File: config.mk
export PLATFORM = sky130hd
export DESIGN_NAME = vtdc_front
export DESIGN_NICKNAME = d
export VERILOG_FILES = /design/src/hw/rtl/vtdc_pkg.sv /design/src/hw/rtl/vtdc_front.sv
export SDC_FILE = /design/constraint.sdc
export NUM_CORES = 1
export LEC_CHECK = 0
export ABC_CLOCK_PERIOD_IN_PS = 15300
export BUFFER_PORTS_ARGS = -buffer_cell sky130_fd_sc_hd__buf_4
export CORE_MARGIN = 2
export CORE_UTILIZATION = 64
export DETAILED_ROUTE_END_ITERATION = 10
export PLACE_DENSITY_LB_ADDON = 0.12
export RECOVER_POWER = 25
export SETUP_SLACK_MARGIN = 0.15
export SKIP_CTS_REPAIR_TIMING = 1
export SYNTH_ARGS = -nofsm -noshare
export SYNTH_HDL_FRONTEND = slang
export SYNTH_SLANG_ARGS = --single-unit
File: constraint.sdc
create_clock -name clk -period 15.3 [get_ports clk]
set_input_delay 1.53 -clock clk [delete_from_list [all_inputs] [get_ports clk]]
set_output_delay 1.53 -clock clk [all_outputs]
set_load 0.05 [all_outputs]
File: src/hw/rtl/vtdc_pkg.sv
// Shared types, constants and the arctangent table of the drive command pipeline.
package vtdc_pkg;

  localparam int unsigned CORDIC_STEPS = 16;
  localparam int unsigned STEER_STEPS  = 15;
  localparam logic signed [15:0] STEER_ONE = 16'sd16384;

  typedef enum logic [1:0] {
    REG_SPEED_LIMIT    = 2'd0,
    REG_THROTTLE_LIMIT = 2'd1,
    REG_AXLE_DISTANCE  = 2'd2,
    REG_STEER_LIMIT    = 2'd3
  } reg_idx_t;

  typedef struct packed {
    logic signed [15:0] linear_speed;
    logic signed [15:0] yaw_rate;
  } in_t;

  typedef struct packed {
    logic        [15:0] throttle_level;
    logic               brake_full;
    logic               reverse_gear;
    logic signed [15:0] steer_level;
  } out_t;

  typedef struct packed {
    logic [14:0] speed_limit;
    logic [15:0] throttle_limit;
    logic [14:0] axle_distance;
    logic [14:0] steer_limit;
  } cfg_t;

  // Carried through the CORDIC stages, together with the throttle division.
  typedef struct packed {
    logic               brake;
    logic               rev;
    logic               low;
    logic               wpos;
    logic               yzero;
    logic               tsat;
    logic               tbit;
    logic        [14:0] trem;
    logic        [15:0] tq;
    logic signed [33:0] x;
    logic signed [33:0] y;
    logic signed [17:0] z;
  } mid_t;

  // Carried through the steering division stages.
  typedef struct packed {
    logic        [15:0] throttle;
    logic               brake;
    logic               rev;
    logic               low;
    logic               wpos;
    logic               zzero;
    logic               aneg;
    logic               ssat;
    logic        [2:0]  am3;
    logic        [14:0] srem;
    logic        [14:0] sq;
  } sdv_t;

  function automatic logic signed [17:0] atan_at(input int unsigned i);
    logic signed [17:0] r;
    case (i)
      0:       r = 18'sd51472;
      1:       r = 18'sd30386;
      2:       r = 18'sd16055;
      3:       r = 18'sd8150;
      4:       r = 18'sd4091;
      5:       r = 18'sd2047;
      6:       r = 18'sd1024;
      7:       r = 18'sd512;
      8:       r = 18'sd256;
      9:       r = 18'sd128;
      10:      r = 18'sd64;
      11:      r = 18'sd32;
      12:      r = 18'sd16;
      13:      r = 18'sd8;
      14:      r = 18'sd4;
      15:      r = 18'sd2;
      default: r = 18'sd0;
    endcase
    return r;
  endfunction

  // Arithmetic right shift that truncates toward zero.
  function automatic logic signed [33:0] shr_tz(input logic signed [33:0] v,
                                                input int unsigned s);
    logic signed [33:0] r;
    if (v[33]) r = -((-v) >>> s);
    else       r = v >>> s;
    return r;
  endfunction

endpackage

File: src/hw/rtl/vtdc_front.sv
// Entry stage: magnitude, flags, wheelbase product and division set-up.
module vtdc_front import vtdc_pkg::*; (
  input  logic clk,
  input  logic rst_n,
  input  logic adv,
  input  logic vin,
  input  in_t  din,
  input  cfg_t cfg,
  output logic vout_r,
  output mid_t dout_r
);

  mid_t               dout_nxt;
  logic        [15:0] mag;
  logic signed [31:0] prod;

  always_comb begin
    mag  = din.linear_speed[15] ? 16'(-din.linear_speed) : din.linear_speed;
    prod = $signed({1'b0, cfg.axle_distance}) * din.yaw_rate;
    dout_nxt       = '0;
    dout_nxt.brake = (din.linear_speed == 16'sd0);
    dout_nxt.rev   = din.linear_speed[15];
    dout_nxt.low   = (mag <= 16'd2);
    dout_nxt.wpos  = (din.yaw_rate > 16'sd0);
    dout_nxt.yzero = (prod == 32'sd0);
    dout_nxt.tsat  = ({1'b0, mag} >= {1'b0, cfg.speed_limit, 1'b0});
    dout_nxt.tbit  = mag[0];
    dout_nxt.trem  = mag[15:1];
    dout_nxt.x     = $signed({6'd0, mag, 12'd0});
    dout_nxt.y     = din.linear_speed[15] ? -34'(prod) : 34'(prod);
    dout_nxt.z     = '0;
  end

  always_ff @(posedge clk) begin
    if (!rst_n) begin
      vout_r <= 1'b0;
    end else if (adv) begin
      vout_r <= vin;
    end
  end

  always_ff @(posedge clk) begin
    if (adv) begin
      dout_r <= dout_nxt;
    end
  end

endmodule

==> impl_metrics.yaml <==
global_route:
  grt_max_degree: 58
  antenna_found_initial: 0
  gr-usage-all-layers_pct: 27.2
  grt_pass1_wl_mm: 44.6
  grt_remaining_overflow: 0
  grt_pass1_vias: 9322
floorplan:
  ioPinCount: 222
  dieHeight_um: 143
  dieWidth_um: 143
  core_area_sq_um: 18800
  die_area_sq_um: 20500
  start_util_pct: 65.9
  num_rows: 50
setup_path:
  critical_path.max_fanout: 16
  reg2reg_from: "vout_r$_SDFFE_PN0P_"
  crit_type: "in -> reg"
  crit_arrival_ns: 8.88
  required_ns: 15.38
  startpoint: "cfg[15]"
  start_kind: "input pin"
  cp-end-kind: "flip-flop"
sta:
  worst_slack_ns: 6.51
  period_share_pct: 57.5
  slew_headroom_pct: -102
  fin_crit_ns: 8.79
  fin_skew_ns: 0
  drv_slew: 112
  max_freq_mhz: 114
  hold_viol: 0
  finalSetupTns_ns: 0
  tightest_slew_ns: 3.02
  setup_viol: 0
  rsz0062_at_grt: "no"
logic_synthesis:
  yosysSeqAreaShare_pct: 13.7
  ys_async_sr_fraction_pct: 0
  ys_warn_count: 0
  netlist_area_sq_um: 12400
  synthCells: 1369
  ys_types: 66
  syn_avg_cell_area_sq_um: 9.06
  synth_edf_count: 56
  synth_ff_type: "edfxtp_1"
  synth-seq-cells: 57
routing:
  num_vias: 9482
  wl_per_cell_um: 15.9
  antenna_left: 0
  post-route-drc-count: 0
  viasPerCell: 5.53
  firstDrtPassIters: 5
  dr.first_iter.drc_count: 665
  wl_mm: 27.2
clock_network:
  clockRootBuffer: "clkbuf_16"
  clk_pin_slew_ns: 0.05
  cts_buffers: 9
  cts_tree: "yes"
  cts.htree.levels: 3
  cts.sinks: 57
  clk-insertion-delay-late_ns: 0.31
  cts.path.max_buffers: 2
finish:
  layout.area.seq_sq_um: 1700
  multiInputGateArea_sq_um: 9230
  drive_above_1_share_pct: 11.0
  fillCellCount: 1487
  final_nets: 1867
  diodes: 0
  syn_to_final_growth_pct: 9.16
worst_hold_path:
  hold_class: "reg -> reg"
  hp-start: "vout_r$_SDFFE_PN0P_"
placed_design:
  hpwlAfterDp_mm: 21.8
  finalWeightedCongestion: 0.893
  post-place-ws_ns: 6.50
  port_buffers: 138
run:
  cap_violations: 2
run_status:
  violations: "max-capacitance violations, max-slew violations"
  outcome: "complete, but fails checks"
## cell type report
class                           instances  area share [%]
Clock buffer                           12            1.75
Clock inverter                          4           0.518
Inverter                              255            7.07
Multi-Input combinational cell        990            68.2
Sequential cell                        57            12.6
Tap cell                              260            2.40
Timing Repair Buffer                  138            7.54
## state kept, by name (all words and copies together), names as in the netlist
register,flops
dout_r,56
vout_r,1
## final timing paths
check	end	slack (ns)	cells after the start
min	vout_r$_SDFFE_PN0P_	0.52	2
max	dout_r[51]$_DFFE_PP_	6.51	21
min reg2reg	vout_r$_SDFFE_PN0P_	0.52	2
max reg2reg	vout_r$_SDFFE_PN0P_	14.66	2
## cell families (layout without fill, tap and decap cells)
group | count (synthesis) | after routing | synth area share (%)
compound gates | 147 | 147 | 7.92
flops | 57 | 57 | 13.7
mux | 3 | 3 | 0.252
fa+ha+maj | 319 | 319 | 43.1
simple gates | 404 | 404 | 17.0
other cells | 1 | 52 | 0.0302
xor+xnor | 65 | 65 | 4.59
buf+inv | 373 | 409 | 13.4
## placed cells by master (no fill, tap or decap), types with 8 or more instances in the layout
cell type / instances
or3_1: 8
a21o_1: 9
nor2b_1: 14
clkbuf_16: 9
and3_1: 9
xnor2_1: 44
nand2b_1: 15
nor3_1: 15
and2_1: 110
ha_1: 139
edfxtp_1: 56
o21ai_0: 39
buf_4: 134
o21a_1: 14
nand2_1: 160
conb_1: 52
xor2_1: 21
inv_1: 255
nand4_1: 10
nand3_1: 14
a21oi_1: 29
fa_1: 180
o31ai_1: 18
nor2_1: 19
## worst max-delay path, cell delays in order
cell and delay, ns:
clkbuf_1 0.54, nand2b_1 0.24, fa_1 0.44, fa_1 0.54, inv_1 0.05, fa_1 0.50, fa_1 0.55, fa_1 0.56
inv_1 0.06, fa_1 0.53, inv_1 0.04, ha_1 0.38, a21oi_1 0.25, o21ai_0 0.27, or2_2 0.35, o211ai_1 0.23
o211ai_1 0.17, or3_1 0.39, or4_1 0.70, or3_1 0.37, a21o_1 0.18
## synth_stat cells, drive strengths merged, types with 19 or more instances
library cell / instances / area share [%]
edfxtp: 56 / 14
nand2: 161 / 4.9
nor2: 19 / 0.58
xor2: 21 / 1.5
and2: 110 / 5.5
buf: 73 / 4.3
o21ai: 40 / 1.6
fa: 180 / 29
clkbuf: 45 / 1.4
inv: 255 / 7.7
a21oi: 29 / 1.2
ha: 139 / 14
xnor2: 44 / 3.1
## through the flow
step                      hold slack, ns  instances  util [%]  area, sq um
after floorplan                    0.743       1420         -        12600
after global placement             0.498       1700      70.4        13200
after detailed placement           0.523       1700      70.4        13200
after CTS                          0.533       1716      72.0        13600
after global routing               0.570       1716      71.9        13500
final                              0.522       1716      71.9        13500
## layer usage
| metal | global-route usage [%] | share of wire, % |
|---|---|---|
| met1 | 35.0 | 39 |
| met2 | 49.3 | 53 |
| met3 | 3.39 | 5.7 |
| met4 | 5.93 | 2.2 |
| met5 | 0 | 0 |
Power is left out: the tool's default activity adds up to more than one toggle a clock period on the data nets, which glitch-free logic cannot reach.
