--- src/hw/rtl/vtdc_pkg.sv ---
// Shared types, constants and the arctangent table of the drive command pipeline.
package vtdc_pkg;

  localparam int unsigned CORDIC_STEPS = 16;
  localparam int unsigned STEER_STEPS  = 15;
  localparam logic signed [15:0] STEER_ONE = 16'sd16384;

  typedef enum logic [1:0] {
    REG_SPEED_LIMIT    = 2'd0,
    REG_THROTTLE_LIMIT = 2'd1,
    REG_AXLE_DISTANCE  = 2'd2,
    REG_STEER_LIMIT    = 2'd3
  } reg_idx_t;

  typedef struct packed {
    logic signed [15:0] linear_speed;
    logic signed [15:0] yaw_rate;
  } in_t;

  typedef struct packed {
    logic        [15:0] throttle_level;
    logic               brake_full;
    logic               reverse_gear;
    logic signed [15:0] steer_level;
  } out_t;

  typedef struct packed {
    logic [14:0] speed_limit;
    logic [15:0] throttle_limit;
    logic [14:0] axle_distance;
    logic [14:0] steer_limit;
  } cfg_t;

  // Carried through the CORDIC stages, together with the throttle division.
  typedef struct packed {
    logic               brake;
    logic               rev;
    logic               low;
    logic               wpos;
    logic               yzero;
    logic               tsat;
    logic               tbit;
    logic        [14:0] trem;
    logic        [15:0] tq;
    logic signed [33:0] x;
    logic signed [33:0] y;
    logic signed [17:0] z;
  } mid_t;

  // Carried through the steering division stages.
  typedef struct packed {
    logic        [15:0] throttle;
    logic               brake;
    logic               rev;
    logic               low;
    logic               wpos;
    logic               zzero;
    logic               aneg;
    logic               ssat;
    logic        [2:0]  am3;
    logic        [14:0] srem;
    logic        [14:0] sq;
  } sdv_t;

  function automatic logic signed [17:0] atan_at(input int unsigned i);
    logic signed [17:0] r;
    case (i)
      0:       r = 18'sd51472;
      1:       r = 18'sd30386;
      2:       r = 18'sd16055;
      3:       r = 18'sd8150;
      4:       r = 18'sd4091;
      5:       r = 18'sd2047;
      6:       r = 18'sd1024;
      7:       r = 18'sd512;
      8:       r = 18'sd256;
      9:       r = 18'sd128;
      10:      r = 18'sd64;
      11:      r = 18'sd32;
      12:      r = 18'sd16;
      13:      r = 18'sd8;
      14:      r = 18'sd4;
      15:      r = 18'sd2;
      default: r = 18'sd0;
    endcase
    return r;
  endfunction

  // Arithmetic right shift that truncates toward zero.
  function automatic logic signed [33:0] shr_tz(input logic signed [33:0] v,
                                                input int unsigned s);
    logic signed [33:0] r;
    if (v[33]) r = -((-v) >>> s);
    else       r = v >>> s;
    return r;
  endfunction

endpackage

--- src/hw/rtl/vtdc_div_stage.sv ---
// One restoring-division step of the steering normalisation.
module vtdc_div_stage import vtdc_pkg::*; #(
  parameter int unsigned STEP = 0
) (
  input  logic        clk,
  input  logic        rst_n,
  input  logic        adv,
  input  logic        vin,
  input  sdv_t        din,
  input  logic [14:0] steer_limit,
  output logic        vout_r,
  output sdv_t        dout_r
);

  localparam int K = 14 - int'(STEP);

  sdv_t        dout_nxt;
  logic        in_bit;
  logic [15:0] rem2;

  if (K >= 12) begin : g_bit
    assign in_bit = din.am3[K-12];
  end else begin : g_zero
    assign in_bit = 1'b0;
  end

  always_comb begin
    dout_nxt = din;
    rem2 = {din.srem, in_bit};
    if (rem2 >= {1'b0, steer_limit}) begin
      dout_nxt.srem = 15'(rem2 - {1'b0, steer_limit});
      dout_nxt.sq   = {din.sq[13:0], 1'b1};
    end else begin
      dout_nxt.srem = rem2[14:0];
      dout_nxt.sq   = {din.sq[13:0], 1'b0};
    end
  end

  always_ff @(posedge clk) begin
    if (!rst_n) begin
      vout_r <= 1'b0;
    end else if (adv) begin
      vout_r <= vin;
    end
  end

  always_ff @(posedge clk) begin
    if (adv) begin
      dout_r <= dout_nxt;
    end
  end

endmodule

--- config.mk ---
export PLATFORM = sky130hd
export DESIGN_NAME = vtdc_div_stage
export DESIGN_NICKNAME = d
export VERILOG_FILES = /design/src/hw/rtl/vtdc_pkg.sv /design/src/hw/rtl/vtdc_div_stage.sv
export SDC_FILE = /design/constraint.sdc
export NUM_CORES = 1
export LEC_CHECK = 0
export ABC_CLOCK_PERIOD_IN_PS = 3470
export BUFFER_PORTS_ARGS = -buffer_cell sky130_fd_sc_hd__buf_2
export CORE_UTILIZATION = 46
export CTS_BUF_LIST = sky130_fd_sc_hd__clkbuf_16
export DETAILED_ROUTE_END_ITERATION = 10
export PLACE_DENSITY = 0.86
export SLEW_MARGIN = 40
export SYNTH_ARGS = -nofsm -noshare
export SYNTH_HDL_FRONTEND = slang
export SYNTH_SLANG_ARGS = --single-unit
--- constraint.sdc ---
create_clock -name clk -period 3.47 [get_ports clk]
set_clock_uncertainty 0.15 [all_clocks]
set_input_delay 0.5205 -clock clk [delete_from_list [all_inputs] [get_ports clk]]
set_output_delay 0.5205 -clock clk [all_outputs]
set_load 0.05 [all_outputs]
==> metrics, run 1 <==
EDFF count, synth=56; n_diodes=0; Yosys reg bits=57; DR pass1 iterations=4; post-DP HPWL=5060 um; DIE AREA=6410 um^2; RSZ-0062 raised after global routing=no; Worst Setup Start Kind=input pin; first-pass GRT wire length=9830 um; clk buf depth=2; Sink Count=57; Hold Buf Count CTS=0; largest net degree at the start of global routing=34; DIE WIDTH=80.0 um; Hold Path Cell Cnt=1; combinational share of power=26.0%; slowest CP cell=fa_1; P_int=1.57 mW; initial antenna violation count=0; DR top layer=met4; PD cells=598 nW/um^2; grt total ovfl=0; Clock Tree Root=clkbuf_16; Initial Util=47.6%; Via Count=2144; post-synth cell types=46; Cell Area, Placed=3540 um^2; met2 wire len=3390 um; Mapped Avg Cell Area=13.5 um^2; crit path buf inv count=3; core box area=5890 um^2; Rows=28; VDD IR-drop max=0.000440 V; GRT Util Overall=21.0%; crit-path max FO=11; via/cell ratio=5.02; Die H=80.0 um; clk slew on worst S/H paths=50 ps; final setup fails=0; Critical R2R Capture=vout_r; fin crit share=76.2%; CP required=3380 ps; final slew viol count=0; Max-Slew Margin vs Limit=51.8%; CTS tree=yes; Hold Crit Class=input pin to flop; residual DRC count=0; Crit Path Class=input pin to flop; Hold Fails Final Rpt=0; met1 wire length=2730 um; Resized Gates After CTS=0; Seq pwr share=37.6%; Synth Net Count=298; final wirelength=6700 um; R2R depth=2; area delta synth->final=36.6%; yosys warns=0; Num CTS Buffers=9; Net count, final=438; Synth Instances=207; Final min period=2650 ps; detailed route wirelength on metal3=503 um; Post-synth ARST share=0%; H-tree Lvls=3; Final Cell Area=3830 um^2; Ports=132; Hold Path Origin=din[44]; Main synth FF type=edfxtp_1; CP arrival=2550 ps; sequential-to-total area share from yosys stat=60.7%; LEAKAGE=1.75 nW; drt initial violations=107; Clk pwr share=36.4%; commonest cells after routing, fill and taps aside=buf_2 (130), edfxtp_1 (56), inv_1 (22); CP Cell Sequence=buf_2, inv_1, ha_1, fa_1, nor2b_1, o22a_1, o21ai_1, a31oi_4, buf_4, mux2_2; wire per inst=15.7 um; end point of the worst hold path=dout_r[44]; Worst-Skew Late Latency=310 ps; worst slew pin tran=723 ps; crit-path leading delay family=adder cells; status=complete, no violations; IO Port Bufs=130; Max-Cap Viols=0; critical path's largest stage delay=410 ps; Reg2Reg Setup Slack=2690 ps; Net Sw Frac=31.3%; layout cell share with drive strength beyond 1=46.0%; total net switching power=716 uW; vias in the first global route=2032; Syn Std Cell Area=2800 um^2; Post-DRT Antenna Nets=0; Reg-to-Reg Start=vout_r; Max Freq=378 MHz; most common cell after layout, fill and taps aside=buf_2; critical path endpoint category=flop; Filler cells=448; final setup TNS=0 ps; routability congestion estimate=0.839; Post-CTS Setup Repair Bufs=0
per-layer routing:
metal | vias to the layer above | track usage, %
met5 | - | 0
met4 | 0 | 7.14
met3 | 7 | 5.37
met2 | 96 | 36.8
met1 | 992 | 24.9
li1 | 1049 | -
stage by stage:
step	std cells	utilization (%)	setup WS [ps]	hold slack (ps)	total power, mW
CTS	427	65.0	842	217	2.31
detailed placement	411	60.1	523	363	1.47
global placement	411	60.1	536	344	1.45
global route	427	65.0	719	218	2.37
floorplan	207	-	789	469	1.31
finish	427	65.0	825	228	2.29
worst max-delay path by stage:
| stage | slack [ps] | end | depth (start not counted) | start |
|---|---|---|---|---|
| after global placement | 540 | dout_r[18] | 10 | din[32] |
| after global routing | 720 | dout_r[18] | 10 | din[32] |
| final | 820 | dout_r[18] | 10 | din[32] |
| after floorplan | 790 | dout_r[19] | 9 | din[32] |
| after detailed placement | 520 | dout_r[18] | 10 | din[32] |
| after CTS | 840 | dout_r[18] | 10 | din[32] |
power by group through the flow:
stage / Combinational [mW] / Sequential [mW] / Clock [mW]
floorplan: 0.193 / 1.12 / 0
global placement: 0.579 / 0.869 / 0
detailed placement: 0.594 / 0.873 / 0
CTS: 0.597 / 0.862 / 0.849
global route: 0.630 / 0.867 / 0.873
finish: 0.594 / 0.861 / 0.834
cell families (layout without fill, tap and decap cells):
group	after synthesis	count (layout)	share of synthesized area, %
buffers and inverters	25	170	3.84
adder cells (fa/ha/maj)	16	16	7.41
AO/OA/AOI/OAI	45	45	11.8
multiplexers	11	11	5.09
AND/OR/NAND/NOR	44	44	8.26
flip-flops	57	57	60.7
XOR/XNOR	9	9	2.81
cell type report:
type / count / area, um^2 / area share [%]
well taps: 75 / 93.8 / 2.45
clock inverters: 7 / 62.6 / 1.63
inverters: 21 / 78.8 / 2.06
flip-flops and latches: 57 / 1700 / 44.5
multi-input cells: 125 / 992 / 25.9
repair buffers: 133 / 673 / 17.6
clock buffers: 9 / 225 / 5.88
worst register-to-register path: stages, from the launching register on:
cell	delay [ps]
dfxtp_1	310
mux2i_1	140
nor2b_1	70
sequential cells by signal (all words and copies together) (netlist names):
name,cells
dout_r,56
vout_r,1
cells in the mapped netlist, types with 2 or more instances:
cell      number  area (um^2)
ha_1          15          188
nor2b_1        3         18.8
a21oi_1       14         70.1
nand2b_1       2         12.5
or3_1          2         12.5
mux2i_1        3         30.0
a211oi_1       3         22.5
o21a_1         5         37.5
nand2_1       11         41.3
o21ai_0        7         35.0
buf_2          2         10.0
nor3b_1        3         22.5
xnor2_1        5         43.8
o22a_1         2         17.5
nor2_1        14         52.6
mux2_2         2         22.5
xor2_1         4         35.0
a31oi_1        2         12.5
edfxtp_1      56         1680
inv_1         21         78.8
mux2_4         6         90.1
Note: power is estimated with default switching activity, not from simulation.
==> run 2, diff against run 1 <==
--- a/config.mk
+++ b/config.mk
@@ -5,12 +5,12 @@
 export SDC_FILE = /design/constraint.sdc
 export NUM_CORES = 1
 export LEC_CHECK = 0
-export ABC_CLOCK_PERIOD_IN_PS = 3470
+export ABC_CLOCK_PERIOD_IN_PS = 2300
 export BUFFER_PORTS_ARGS = -buffer_cell sky130_fd_sc_hd__buf_2
-export CORE_UTILIZATION = 46
+export CORE_UTILIZATION = 42
 export CTS_BUF_LIST = sky130_fd_sc_hd__clkbuf_16
 export DETAILED_ROUTE_END_ITERATION = 10
-export PLACE_DENSITY = 0.86
+export PLACE_DENSITY = 0.83
 export SLEW_MARGIN = 40
 export SYNTH_ARGS = -nofsm -noshare
 export SYNTH_HDL_FRONTEND = slang
==> constraint.sdc (replaced) <==
create_clock -name clk -period 2.3 [get_ports clk]
set_clock_uncertainty 0.15 [all_clocks]
set_input_delay 0.345 -clock clk [delete_from_list [all_inputs] [get_ports clk]]
set_output_delay 0.345 -clock clk [all_outputs]
set_load 0.05 [all_outputs]
==> metrics, run 2 (synthesized netlist as in run 1, its figures left out) <==
CTS tree=yes; Ports=132; worst slew pin tran=418 ps; LEAKAGE=1.95 nW; Sink Count=57; Crit Path Class=input pin to flop; GRT Util Overall=19.9%; vias in the first global route=2279; RSZ-0062 raised after global routing=yes; Post-CTS Setup Repair Bufs=0; slowest CP cell=fa_2; H-tree Lvls=3; Die H=83.7 um; Hold Buf Count CTS=0; core box area=6390 um^2; hold slack=53.3 ps; biggest regs=dout_r x56, vout_r x1; PD cells=845 nW/um^2; Reg2Reg Setup Slack=1560 ps; Cell Area, Placed=3890 um^2; VDD IR-drop max=0.000768 V; Max-Cap Viols=0; crit-path leading delay family=adder cells; CP Cell Sequence=buf_2, inv_8, ha_4, fa_2, nor2b_1, o22a_1, o21ai_2, a31oi_4, buf_4, mux2_4; Max Freq=441 MHz; n_diodes=0; routability congestion estimate=0.808; CP arrival=2180 ps; final wirelength=6860 um; Rows=29; crit-path max FO=11; status=complete, no violations; combinational share of power=28.2%; most common cell after layout, fill and taps aside=buf_2; Clk pwr share=35.2%; critical path endpoint category=flop; final setup fails=0; Most flops, register=dout_r; Via Count=2281; drt initial violations=101; final slew viol count=0; clk slew on worst S/H paths=50 ps; Net Sw Frac=30.9%; Worst Setup Start Kind=input pin; Final Cell Area=4190 um^2; fin crit share=98.5%; layout cell share with drive strength beyond 1=52.8%; wire per inst=14.6 um; initial antenna violation count=0; clk buf depth=2; DIE WIDTH=83.7 um; Initial Util=43.9%; area delta synth->final=49.7%; CP required=2210 ps; grt total ovfl=0; Final min period=2270 ps; Worst-Skew Late Latency=310 ps; Hold Crit Class=input pin to flop; largest net degree at the start of global routing=58; IO Port Bufs=130; total net switching power=1.10 mW; Clock Tree Root=clkbuf_16; commonest cells after routing, fill and taps aside=buf_2 (130), edfxtp_1 (56), buf_4 (42); Post-DRT Antenna Nets=0; post-DP HPWL=5320 um; Num CTS Buffers=9; DR pass1 iterations=4; DIE AREA=7000 um^2; max reg flops=56; Max-Slew Margin vs Limit=71.9%; via/cell ratio=4.86; P_int=2.45 mW; Placed Cells=453; first-pass GRT wire length=10600 um; crit path buf inv count=3; final setup TNS=0 ps; Net count, final=478; residual DRC count=0; critical path's largest stage delay=350 ps; Non-Filler Instances=469; Hold Fails Final Rpt=0; Seq pwr share=36.6%
run 2: power groups by stage:
stage / logic, mW / clock network [mW] / registers, mW
CTS: 0.998 / 1.27 / 1.30
floorplan: 0.297 / 0 / 1.69
detailed placement: 0.992 / 0 / 1.32
global placement: 0.970 / 0 / 1.31
finish: 0.998 / 1.25 / 1.30
global route: 1.05 / 1.31 / 1.31
run 2: what timing repair did:
| item | 4_1_cts | 5_1_grt |
|---|---|---|
| resized for setup | 0 | 2 |
| endpoints found under the setup margin | 0 | 10 |
| endpoints found under the hold margin | 0 | 0 |
run 2: area by class of cell:
cell class	instances	area (um^2)
multi-input combinational	125	1040
sequential	57	1700
clock buffer	9	225
fill	467	2190
tap	77	96.3
timing repair buffer	173	986
inverter	21	86.3
clock inverter	7	61.3
run 2: worst paths after layout:
kind                              start         end  depth (start not counted)
worst max-delay path            din[32]  dout_r[23]                         10
worst min-delay path            din[35]  dout_r[35]                          1
worst min register to register   vout_r      vout_r                          2
worst max register to register   vout_r      vout_r                          2
run 2: metrics by stage:
stage | setup WS [ps] | utilization, % | total power [mW]
6_report | 34.0 | 65.7 | 3.54
5_1_grt | -14.0 | 65.7 | 3.67
4_1_cts | 45.8 | 65.5 | 3.56
3_5_place_dp | -272 | 61.0 | 2.31
3_3_place_gp | -240 | 61.0 | 2.28
2_1_floorplan | -32.5 | - | 1.98
run 2: per-layer routing:
layer | global-route usage (%) | vias to the layer above | wire [um]
met3 | 4.75 | 6 | 433
li1 | - | 1131 | -
met1 | 21.2 | 1051 | 2640
met2 | 37.8 | 93 | 3720
met5 | 0 | - | 0
met4 | 6.93 | 0 | 75
