**config.mk**
```make
export PLATFORM = sky130hd
export DESIGN_NAME = vtdc_cordic_stage
export DESIGN_NICKNAME = d
export VERILOG_FILES = /design/src/hw/rtl/vtdc_pkg.sv /design/src/hw/rtl/vtdc_cordic_stage.sv
export SDC_FILE = /design/constraint.sdc
export NUM_CORES = 1
export LEC_CHECK = 0
export BUFFER_PORTS_ARGS = -buffer_cell sky130_fd_sc_hd__buf_2
export CORE_ASPECT_RATIO = 1.75
export CORE_MARGIN = 8
export CORE_UTILIZATION = 55
export DETAILED_ROUTE_END_ITERATION = 7
export MAX_ROUTING_LAYER = met4
export PLACE_DENSITY = 0.86
export SLEW_MARGIN = 20
export SYNTH_ARGS = -nofsm -noshare
export SYNTH_HDL_FRONTEND = slang
export SYNTH_SLANG_ARGS = --single-unit
```
**constraint.sdc**
```tcl
create_clock -name clk -period 12.3 [get_ports clk]
set_input_delay 3.075 -clock clk [delete_from_list [all_inputs] [get_ports clk]]
set_output_delay 3.075 -clock clk [all_outputs]
set_load 0.1 [all_outputs]
```
**src/hw/rtl/vtdc_pkg.sv**
```systemverilog
// Shared types, constants and the arctangent table of the drive command pipeline.
package vtdc_pkg;

  localparam int unsigned CORDIC_STEPS = 16;
  localparam int unsigned STEER_STEPS  = 15;
  localparam logic signed [15:0] STEER_ONE = 16'sd16384;

  typedef enum logic [1:0] {
    REG_SPEED_LIMIT    = 2'd0,
    REG_THROTTLE_LIMIT = 2'd1,
    REG_AXLE_DISTANCE  = 2'd2,
    REG_STEER_LIMIT    = 2'd3
  } reg_idx_t;

  typedef struct packed {
    logic signed [15:0] linear_speed;
    logic signed [15:0] yaw_rate;
  } in_t;

  typedef struct packed {
    logic        [15:0] throttle_level;
    logic               brake_full;
    logic               reverse_gear;
    logic signed [15:0] steer_level;
  } out_t;

  typedef struct packed {
    logic [14:0] speed_limit;
    logic [15:0] throttle_limit;
    logic [14:0] axle_distance;
    logic [14:0] steer_limit;
  } cfg_t;

  // Carried through the CORDIC stages, together with the throttle division.
  typedef struct packed {
    logic               brake;
    logic               rev;
    logic               low;
    logic               wpos;
    logic               yzero;
    logic               tsat;
    logic               tbit;
    logic        [14:0] trem;
    logic        [15:0] tq;
    logic signed [33:0] x;
    logic signed [33:0] y;
    logic signed [17:0] z;
  } mid_t;

  // Carried through the steering division stages.
  typedef struct packed {
    logic        [15:0] throttle;
    logic               brake;
    logic               rev;
    logic               low;
    logic               wpos;
    logic               zzero;
    logic               aneg;
    logic               ssat;
    logic        [2:0]  am3;
    logic        [14:0] srem;
    logic        [14:0] sq;
  } sdv_t;

  function automatic logic signed [17:0] atan_at(input int unsigned i);
    logic signed [17:0] r;
    case (i)
      0:       r = 18'sd51472;
      1:       r = 18'sd30386;
      2:       r = 18'sd16055;
      3:       r = 18'sd8150;
      4:       r = 18'sd4091;
      5:       r = 18'sd2047;
      6:       r = 18'sd1024;
      7:       r = 18'sd512;
      8:       r = 18'sd256;
      9:       r = 18'sd128;
      10:      r = 18'sd64;
      11:      r = 18'sd32;
      12:      r = 18'sd16;
      13:      r = 18'sd8;
      14:      r = 18'sd4;
      15:      r = 18'sd2;
      default: r = 18'sd0;
    endcase
    return r;
  endfunction

  // Arithmetic right shift that truncates toward zero.
  function automatic logic signed [33:0] shr_tz(input logic signed [33:0] v,
                                                input int unsigned s);
    logic signed [33:0] r;
    if (v[33]) r = -((-v) >>> s);
    else       r = v >>> s;
    return r;
  endfunction

endpackage

```
**src/hw/rtl/vtdc_cordic_stage.sv**
```systemverilog
// One CORDIC vectoring iteration plus one throttle quotient bit.
module vtdc_cordic_stage import vtdc_pkg::*; #(
  parameter int unsigned STEP = 0
) (
  input  logic        clk,
  input  logic        rst_n,
  input  logic        adv,
  input  logic        vin,
  input  mid_t        din,
  input  logic [14:0] speed_limit,
  output logic        vout_r,
  output mid_t        dout_r
);

  localparam logic signed [17:0] ATAN = atan_at(STEP);

  mid_t               dout_nxt;
  logic signed [33:0] xs;
  logic signed [33:0] ys;
  logic        [15:0] rem2;

  always_comb begin
    xs = shr_tz(din.x, STEP);
    ys = shr_tz(din.y, STEP);
    dout_nxt = din;
    if (din.y > 34'sd0) begin
      dout_nxt.x = din.x + ys;
      dout_nxt.y = din.y - xs;
      dout_nxt.z = din.z + ATAN;
    end else begin
      dout_nxt.x = din.x - ys;
      dout_nxt.y = din.y + xs;
      dout_nxt.z = din.z - ATAN;
    end
    rem2 = {din.trem, (STEP == 0) ? din.tbit : 1'b0};
    if (rem2 >= {1'b0, speed_limit}) begin
      dout_nxt.trem = 15'(rem2 - {1'b0, speed_limit});
      dout_nxt.tq   = {din.tq[14:0], 1'b1};
    end else begin
      dout_nxt.trem = rem2[14:0];
      dout_nxt.tq   = {din.tq[14:0], 1'b0};
    end
  end

  always_ff @(posedge clk) begin
    if (!rst_n) begin
      vout_r <= 1'b0;
    end else if (adv) begin
      vout_r <= vin;
    end
  end

  always_ff @(posedge clk) begin
    if (adv) begin
      dout_r <= dout_nxt;
    end
  end

endmodule

```
==> flow_summary.yaml, run 1 <==
finish:
  final_util_pct: 67.5
  final_common_cell: "buf_2"
  final_nets: 1530
  area_growth_pct: 21.1
  antenna_cells: 0
  drive_above_1_share_pct: 25.3
  stdcell_count: 1535
  layout_common_cells: "buf_2, edfxtp_1, a21oi_1, ha_1, xnor2_1"
  fillers: 1498
timing:
  relSlewSlack_pct: 26.6
  fin_ws_ns: 3.63
  min_period_over_period_pct: 70.5
  tightest_slew_ns: 1.09
  slew_viol_final: 0
  max_freq_mhz: 115
  setup_viol: 0
  finalSetupTns_ns: 0
  fin_skew_ns: 0
  rsz0062_at_grt: "no"
  fin_crit_ns: 8.67
  hold_viol: 0
synthesis:
  synth-compound-area-share_pct: 19.2
  synth-simple-area-share_pct: 13.2
  synthFlopType: "edfxtp_1"
  synth.distinct_cells: 67
  synth.yosys.seq_area_share_pct: 37.1
  synthMuxAreaShare_pct: 2.15
  synthCells: 1020
  ys_ff_latch: 124
  async_flop_share_pct: 0
  synth_fa_ha_area_share_pct: 12.7
  syn_area_mm2: 0.0100
  synth_nets: 1262
  avgSynthCellArea_um2: 9.83
  synth_top_family_by_area: "compound AO/OA/AOI/OAI gates"
  synth_edf_count: 123
  synth-xor-area-share_pct: 12.5
  yosys_warnings: 0
routing:
  drc: 0
  drt-pass1-iter-count: 7
  num_vias: 9062
  drt_iter0_drc: 823
  routed_wl_mm: 29.3
  avgViaCountPerCell: 5.90
  wl_per_cell_um: 19.1
  antenna_left: 0
clock_tree:
  clock_sinks: 124
  clk_latency_ns: 0.41
  cts_root_buf: "clkbuf_16"
  htreeDepth: 4
  cts_tree: "yes"
  cts_resized: 0
  postCtsSetupBuffers: 0
  hold_buffers: 0
  clk_path_buf_depth: 2
  cts_buffers: 17
  clkTransAtPathRegs_ns: 0.06
min_path:
  min-delay-start: "vout_r$_SDFFE_PN0P_"
  min_to: "vout_r$_SDFFE_PN0P_"
  hold_path_depth: 2
  hold_path.class: "reg -> reg"
global_route:
  grt_pass1_wl_mm: 46.7
  antenna_found_initial: 0
  grt_use_total_pct: 26.0
  grt_overflow: 0
  first_global_vias: 9204
  grt_max_degree: 85
power_and_ir_drop:
  combPwrFrac_pct: 49.2
  p_seq_share_pct: 27.1
  switchingPower_mw: 1.03
  power.total_mw: 2.14
  swShare_pct: 48.3
  irDropWorstVdd_v: 0.000102
  p_leak_nw: 5.32
  p_clk_share_pct: 23.7
  p_per_area_mw_per_mm2: 176
  p_int_mw: 1.11
worst_setup_path:
  crit-reg2reg-launch: "vout_r$_SDFFE_PN0P_"
  cpPeakStageDelay_ns: 0.76
  path_buf_inv: 4
  reg2reg_slack_ns: 11.71
  path_cells: "buf_2, inv_1, ha_1, nor3b_1, and4b_1, nand2_1, or4_4, nor2_1, nor2_2, buf_4, clkinv_2, nor2_1, xnor2_1, ha_1, nand2b_1, a211o_1, a21oi_1, o41ai_1, o211ai_1, a41oi_1, o21ai_0, xnor2_1"
  crit_type: "in -> reg"
  cp_slowest_cell: "o41ai_1"
  endpoint_kind: "flip-flop"
  cp_max_fo: 40
  cp.arrival_ns: 8.83
  cp.required_ns: 12.45
  reg2reg_depth: 2
  crit_path_start_kind: "primary input"
  r2r-end: "vout_r$_SDFFE_PN0P_"
  path_delay_family: "compound AO/OA/AOI/OAI gates"
floorplan:
  boundaryPins: 268
  die_w_um: 118
  die_area_mm2: 0.0230
  initial_core_util_pct: 55.8
  rows: 65
  fp.dieH_um: 195
  coreArea_mm2: 0.0180
place:
  place_ws_ns: 3.31
  place_inst: 1503
  gp_congestion: 0.943
  hpwl_mm: 23.2
  numPortBuffers: 266
job:
  cap_violations: 0
outcome:
  status: "finished clean"
==> through the flow <==
stage	area, um2	hold WS, ns
floorplan	10000	0.981
global placement	11500	0.491
detailed placement	11500	0.504
CTS	12100	0.516
global route	12100	0.571
finish	12100	0.513
==> worst min-delay path, cell delays in order, from the launching register on <==
cell and delay (ns):
dfxtp_1 0.32, mux2i_1 0.06, nor2b_1 0.09
==> worst max path at each step <==
stage / endpoint / startpoint / cells past startpoint
2_1_floorplan: dout_r[76]$_DFFE_PP_ / din[19] / 20
3_3_place_gp: dout_r[76]$_DFFE_PP_ / din[19] / 21
3_5_place_dp: dout_r[76]$_DFFE_PP_ / din[19] / 21
4_1_cts: dout_r[76]$_DFFE_PP_ / din[19] / 21
5_1_grt: dout_r[76]$_DFFE_PP_ / din[19] / 21
6_report: dout_r[76]$_DFFE_PP_ / din[19] / 22
==> synthesized netlist by cell type, types with 13 or more instances <==
library cell / number / share of area [%]
xnor2_1: 92 / 8.0
nor2b_1: 15 / 0.94
ha_1: 95 / 12
nor2_1: 77 / 2.9
a21o_1: 30 / 2.2
nand3_1: 18 / 0.90
edfxtp_1: 123 / 37
o21bai_1: 13 / 0.97
inv_1: 52 / 1.9
nand2_1: 56 / 2.1
nor3_1: 19 / 0.95
xor2_1: 49 / 4.3
a21oi_1: 99 / 4.9
o21ai_0: 58 / 2.9
o31ai_1: 17 / 1.3
==> power by group through the flow <==
stage | clock (mW) | sequential, mW | combinational, mW
final | 0.507 | 0.581 | 1.05
after CTS | 0.514 | 0.582 | 1.06
after detailed placement | 0 | 0.590 | 1.05
after global routing | 0.533 | 0.587 | 1.11
after global placement | 0 | 0.587 | 1.04
after floorplan | 0 | 1.11 | 0.330
==> per-layer routing <==
metal | global-route usage [%] | vias to the layer above | share of wire (%)
met2 | 49.4 | 358 | 55
met3 | 5.89 | 70 | 6.5
met1 | 24.2 | 4280 | 35
met4 | 11.2 | 0 | 3.8
met5 | - | - | 0
li1 | - | 4354 | -
==> logic make-up after synthesis <==
kind of cell    Yosys count
buf+inv                  73
simple gates            263
xor+xnor                142
fa+ha+maj                99
mux                      20
compound gates          299
flops                   124
==> layout make-up <==
type                       instances  area, um2  share of cell area (%)
sequential                       124       3710                    30.6
timing repair buffer             269       1360                    11.2
clock inverter                    15        163                    1.34
clock buffer                      17        425                    3.50
inverter                          53        200                    1.65
tap                              234        293                    2.41
multi-input combinational        823       5990                    49.3
==> registers in the layout (all words and copies together), names as in the netlist <==
signal,count
vout_r,1
dout_r,123
Power figures use the tool's default switching activity.
==> run 2, diff against run 1 <==
--- a/config.mk
+++ b/config.mk
@@ -8,10 +8,10 @@
 export BUFFER_PORTS_ARGS = -buffer_cell sky130_fd_sc_hd__buf_2
 export CORE_ASPECT_RATIO = 1.75
 export CORE_MARGIN = 8
-export CORE_UTILIZATION = 55
+export CORE_UTILIZATION = 54
 export DETAILED_ROUTE_END_ITERATION = 7
 export MAX_ROUTING_LAYER = met4
-export PLACE_DENSITY = 0.86
+export PLACE_DENSITY = 0.85
 export SLEW_MARGIN = 20
 export SYNTH_ARGS = -nofsm -noshare
 export SYNTH_HDL_FRONTEND = slang
==> constraint.sdc (replaced) <==
create_clock -name clk -period 8.71 [get_ports clk]
set_input_delay 2.1775 -clock clk [delete_from_list [all_inputs] [get_ports clk]]
set_output_delay 2.1775 -clock clk [all_outputs]
set_load 0.1 [all_outputs]
==> flow_summary.yaml, run 2 (synthesis results as in run 1) <==
outcome:
  status: "finished clean"
timing:
  min_period_over_period_pct: 90.1
  tightest_slew_ns: 0.972
  finalSetupTns_ns: 0
  rsz0062_at_grt: "no"
  max_freq_mhz: 127
  slew_viol_final: 0
  hold_viol: 0
  fin_skew_ns: 0
  relSlewSlack_pct: 35.2
  setup_viol: 0
  fin_crit_ns: 7.85
worst_setup_path:
  crit_type: "in -> reg"
  reg2reg_depth: 2
  cp.arrival_ns: 8.01
  path_cells: "buf_2, inv_1, ha_1, nor3b_1, and4b_1, nand2_1, or4_4, nor2_1, nor2_2, clkinv_2, a21oi_1, xnor2_1, ha_1, a21oi_1, a21oi_1, o41ai_1, o211ai_1, a41oi_1, o21ai_0, xnor2_1"
  path_delay_family: "compound AO/OA/AOI/OAI gates"
  cp_max_fo: 33
  path_buf_inv: 3
  r2r-end: "vout_r$_SDFFE_PN0P_"
  endpoint_kind: "flip-flop"
  crit_top_cell: "a21oi_1"
  crit_path_start_kind: "primary input"
  cp.required_ns: 8.87
  reg2reg_slack_ns: 8.08
  cp_slowest_cell: "o41ai_1"
  cpPeakStageDelay_ns: 0.74
  crit-reg2reg-launch: "vout_r$_SDFFE_PN0P_"
clock_tree:
  cts_root_buf: "clkbuf_16"
  htreeDepth: 4
  cts_tree: "yes"
  clkTransAtPathRegs_ns: 0.06
  hold_buffers: 0
  cts_resized: 0
  clk_latency_ns: 0.41
  cts_buffers: 17
  postCtsSetupBuffers: 0
  clk_path_buf_depth: 2
  clock_sinks: 124
finish:
  largestRegisters: "dout_r (123), vout_r (1)"
  stdcell_count: 1544
  register_area_mm2: 0.00371
  final_nets: 1530
  area_growth_pct: 21.4
  postLayoutCellArea_mm2: 0.0122
  top_register: "dout_r"
  multiInputGateArea_mm2: 0.00599
  final_util_pct: 66.1
  final_common_cell: "buf_2"
  layout_common_cells: "buf_2, edfxtp_1, a21oi_1, ha_1, xnor2_1"
  largest_reg_flops: 123
  fillers: 1503
  drive_above_1_share_pct: 25.3
floorplan:
  coreArea_mm2: 0.0184
  die_w_um: 119
  initial_core_util_pct: 54.4
  fp.dieH_um: 196
  rows: 66
  boundaryPins: 268
  die_area_mm2: 0.0233
power_and_ir_drop:
  p_per_area_mw_per_mm2: 250
  p_seq_share_pct: 27.1
  combPwrFrac_pct: 49.0
  p_leak_nw: 5.32
  power.total_mw: 3.04
  swShare_pct: 48.4
  p_clk_share_pct: 24.0
  irDropWorstVdd_v: 0.000183
  p_int_mw: 1.57
  switchingPower_mw: 1.47
global_route:
  global_route.usage.met3_pct: 4.84
  gr-usage-met1_pct: 24.0
  grt_use_total_pct: 25.5
  grt-busiest-layer: "met2"
  grt_pass1_wl_mm: 46.6
  first_global_vias: 9338
  antenna_found_initial: 5
  grt_overflow: 0
  grt_max_degree: 78
  use_met2_pct: 48.4
place:
  numPortBuffers: 266
  gp_congestion: 1.01
  hpwl_mm: 23.6
  place_inst: 1507
  dpl-instance-area_mm2: 0.0116
routing:
  drc: 0
  num_vias: 9128
  drt-pass1-iter-count: 7
  drt_iter0_drc: 721
  wl_per_cell_um: 19.1
  antenna_left: 0
  routed_wl_mm: 29.5
  avgViaCountPerCell: 5.91
min_path:
  min_to: "vout_r$_SDFFE_PN0P_"
  hold_path.class: "reg -> reg"
  hold_path_depth: 2
  min-delay-start: "vout_r$_SDFFE_PN0P_"
job:
  cap_violations: 0
## run 2: layout make-up
cell class / count / area share, %
Clock buffer: 17 / 3.50
Inverter: 53 / 1.65
Sequential cell: 124 / 30.5
Multi-Input combinational cell: 823 / 49.2
Antenna cell: 5 / 0.103
Timing Repair Buffer: 269 / 11.1
Tap cell: 238 / 2.45
Clock inverter: 15 / 1.42
## run 2: how the worst max path moves through the flow
stage	from	to	slack, ns	depth (start not counted)
4_1_cts	din[19]	dout_r[76]$_DFFE_PP_	0.92	20
3_3_place_gp	din[19]	dout_r[76]$_DFFE_PP_	0.66	20
3_5_place_dp	din[19]	dout_r[76]$_DFFE_PP_	0.56	20
2_1_floorplan	din[19]	dout_r[76]$_DFFE_PP_	2.11	20
5_1_grt	din[19]	dout_r[76]$_DFFE_PP_	0.46	20
6_report	din[19]	dout_r[76]$_DFFE_PP_	0.86	20
## run 2: tightest hold or removal path, delay by kind of cell (launching register included)
| family | cells | cell delay (ns) |
|---|---|---|
| muxes | 1 | 0.12 |
| and+or+nand+nor | 1 | 0.07 |
| DFF | 1 | 0.32 |
## run 2: through the flow
| step | hold WS [ns] | worst slack, ns |
|---|---|---|
| final | 0.549 | 0.859 |
| after global routing | 0.585 | 0.463 |
| after CTS | 0.552 | 0.922 |
| after detailed placement | 0.543 | 0.556 |
| after global placement | 0.493 | 0.661 |
| after floorplan | 0.981 | 2.11 |
## run 2: per-layer routing
layer | vias up | wire, um | share of wire, %
met3 | 82 | 1650 | 5.6
met2 | 385 | 16500 | 56
met1 | 4305 | 10200 | 35
li1 | 4356 | - | -
met5 | - | 0 | 0
met4 | 0 | 1150 | 3.9
## run 2: power by group through the flow
stage | logic (mW) | registers, mW | clock network [mW]
after floorplan | 0.466 | 1.57 | 0
after global placement | 1.47 | 0.831 | 0
after detailed placement | 1.49 | 0.834 | 0
after CTS | 1.49 | 0.824 | 0.740
after global routing | 1.57 | 0.834 | 0.760
final | 1.49 | 0.822 | 0.729
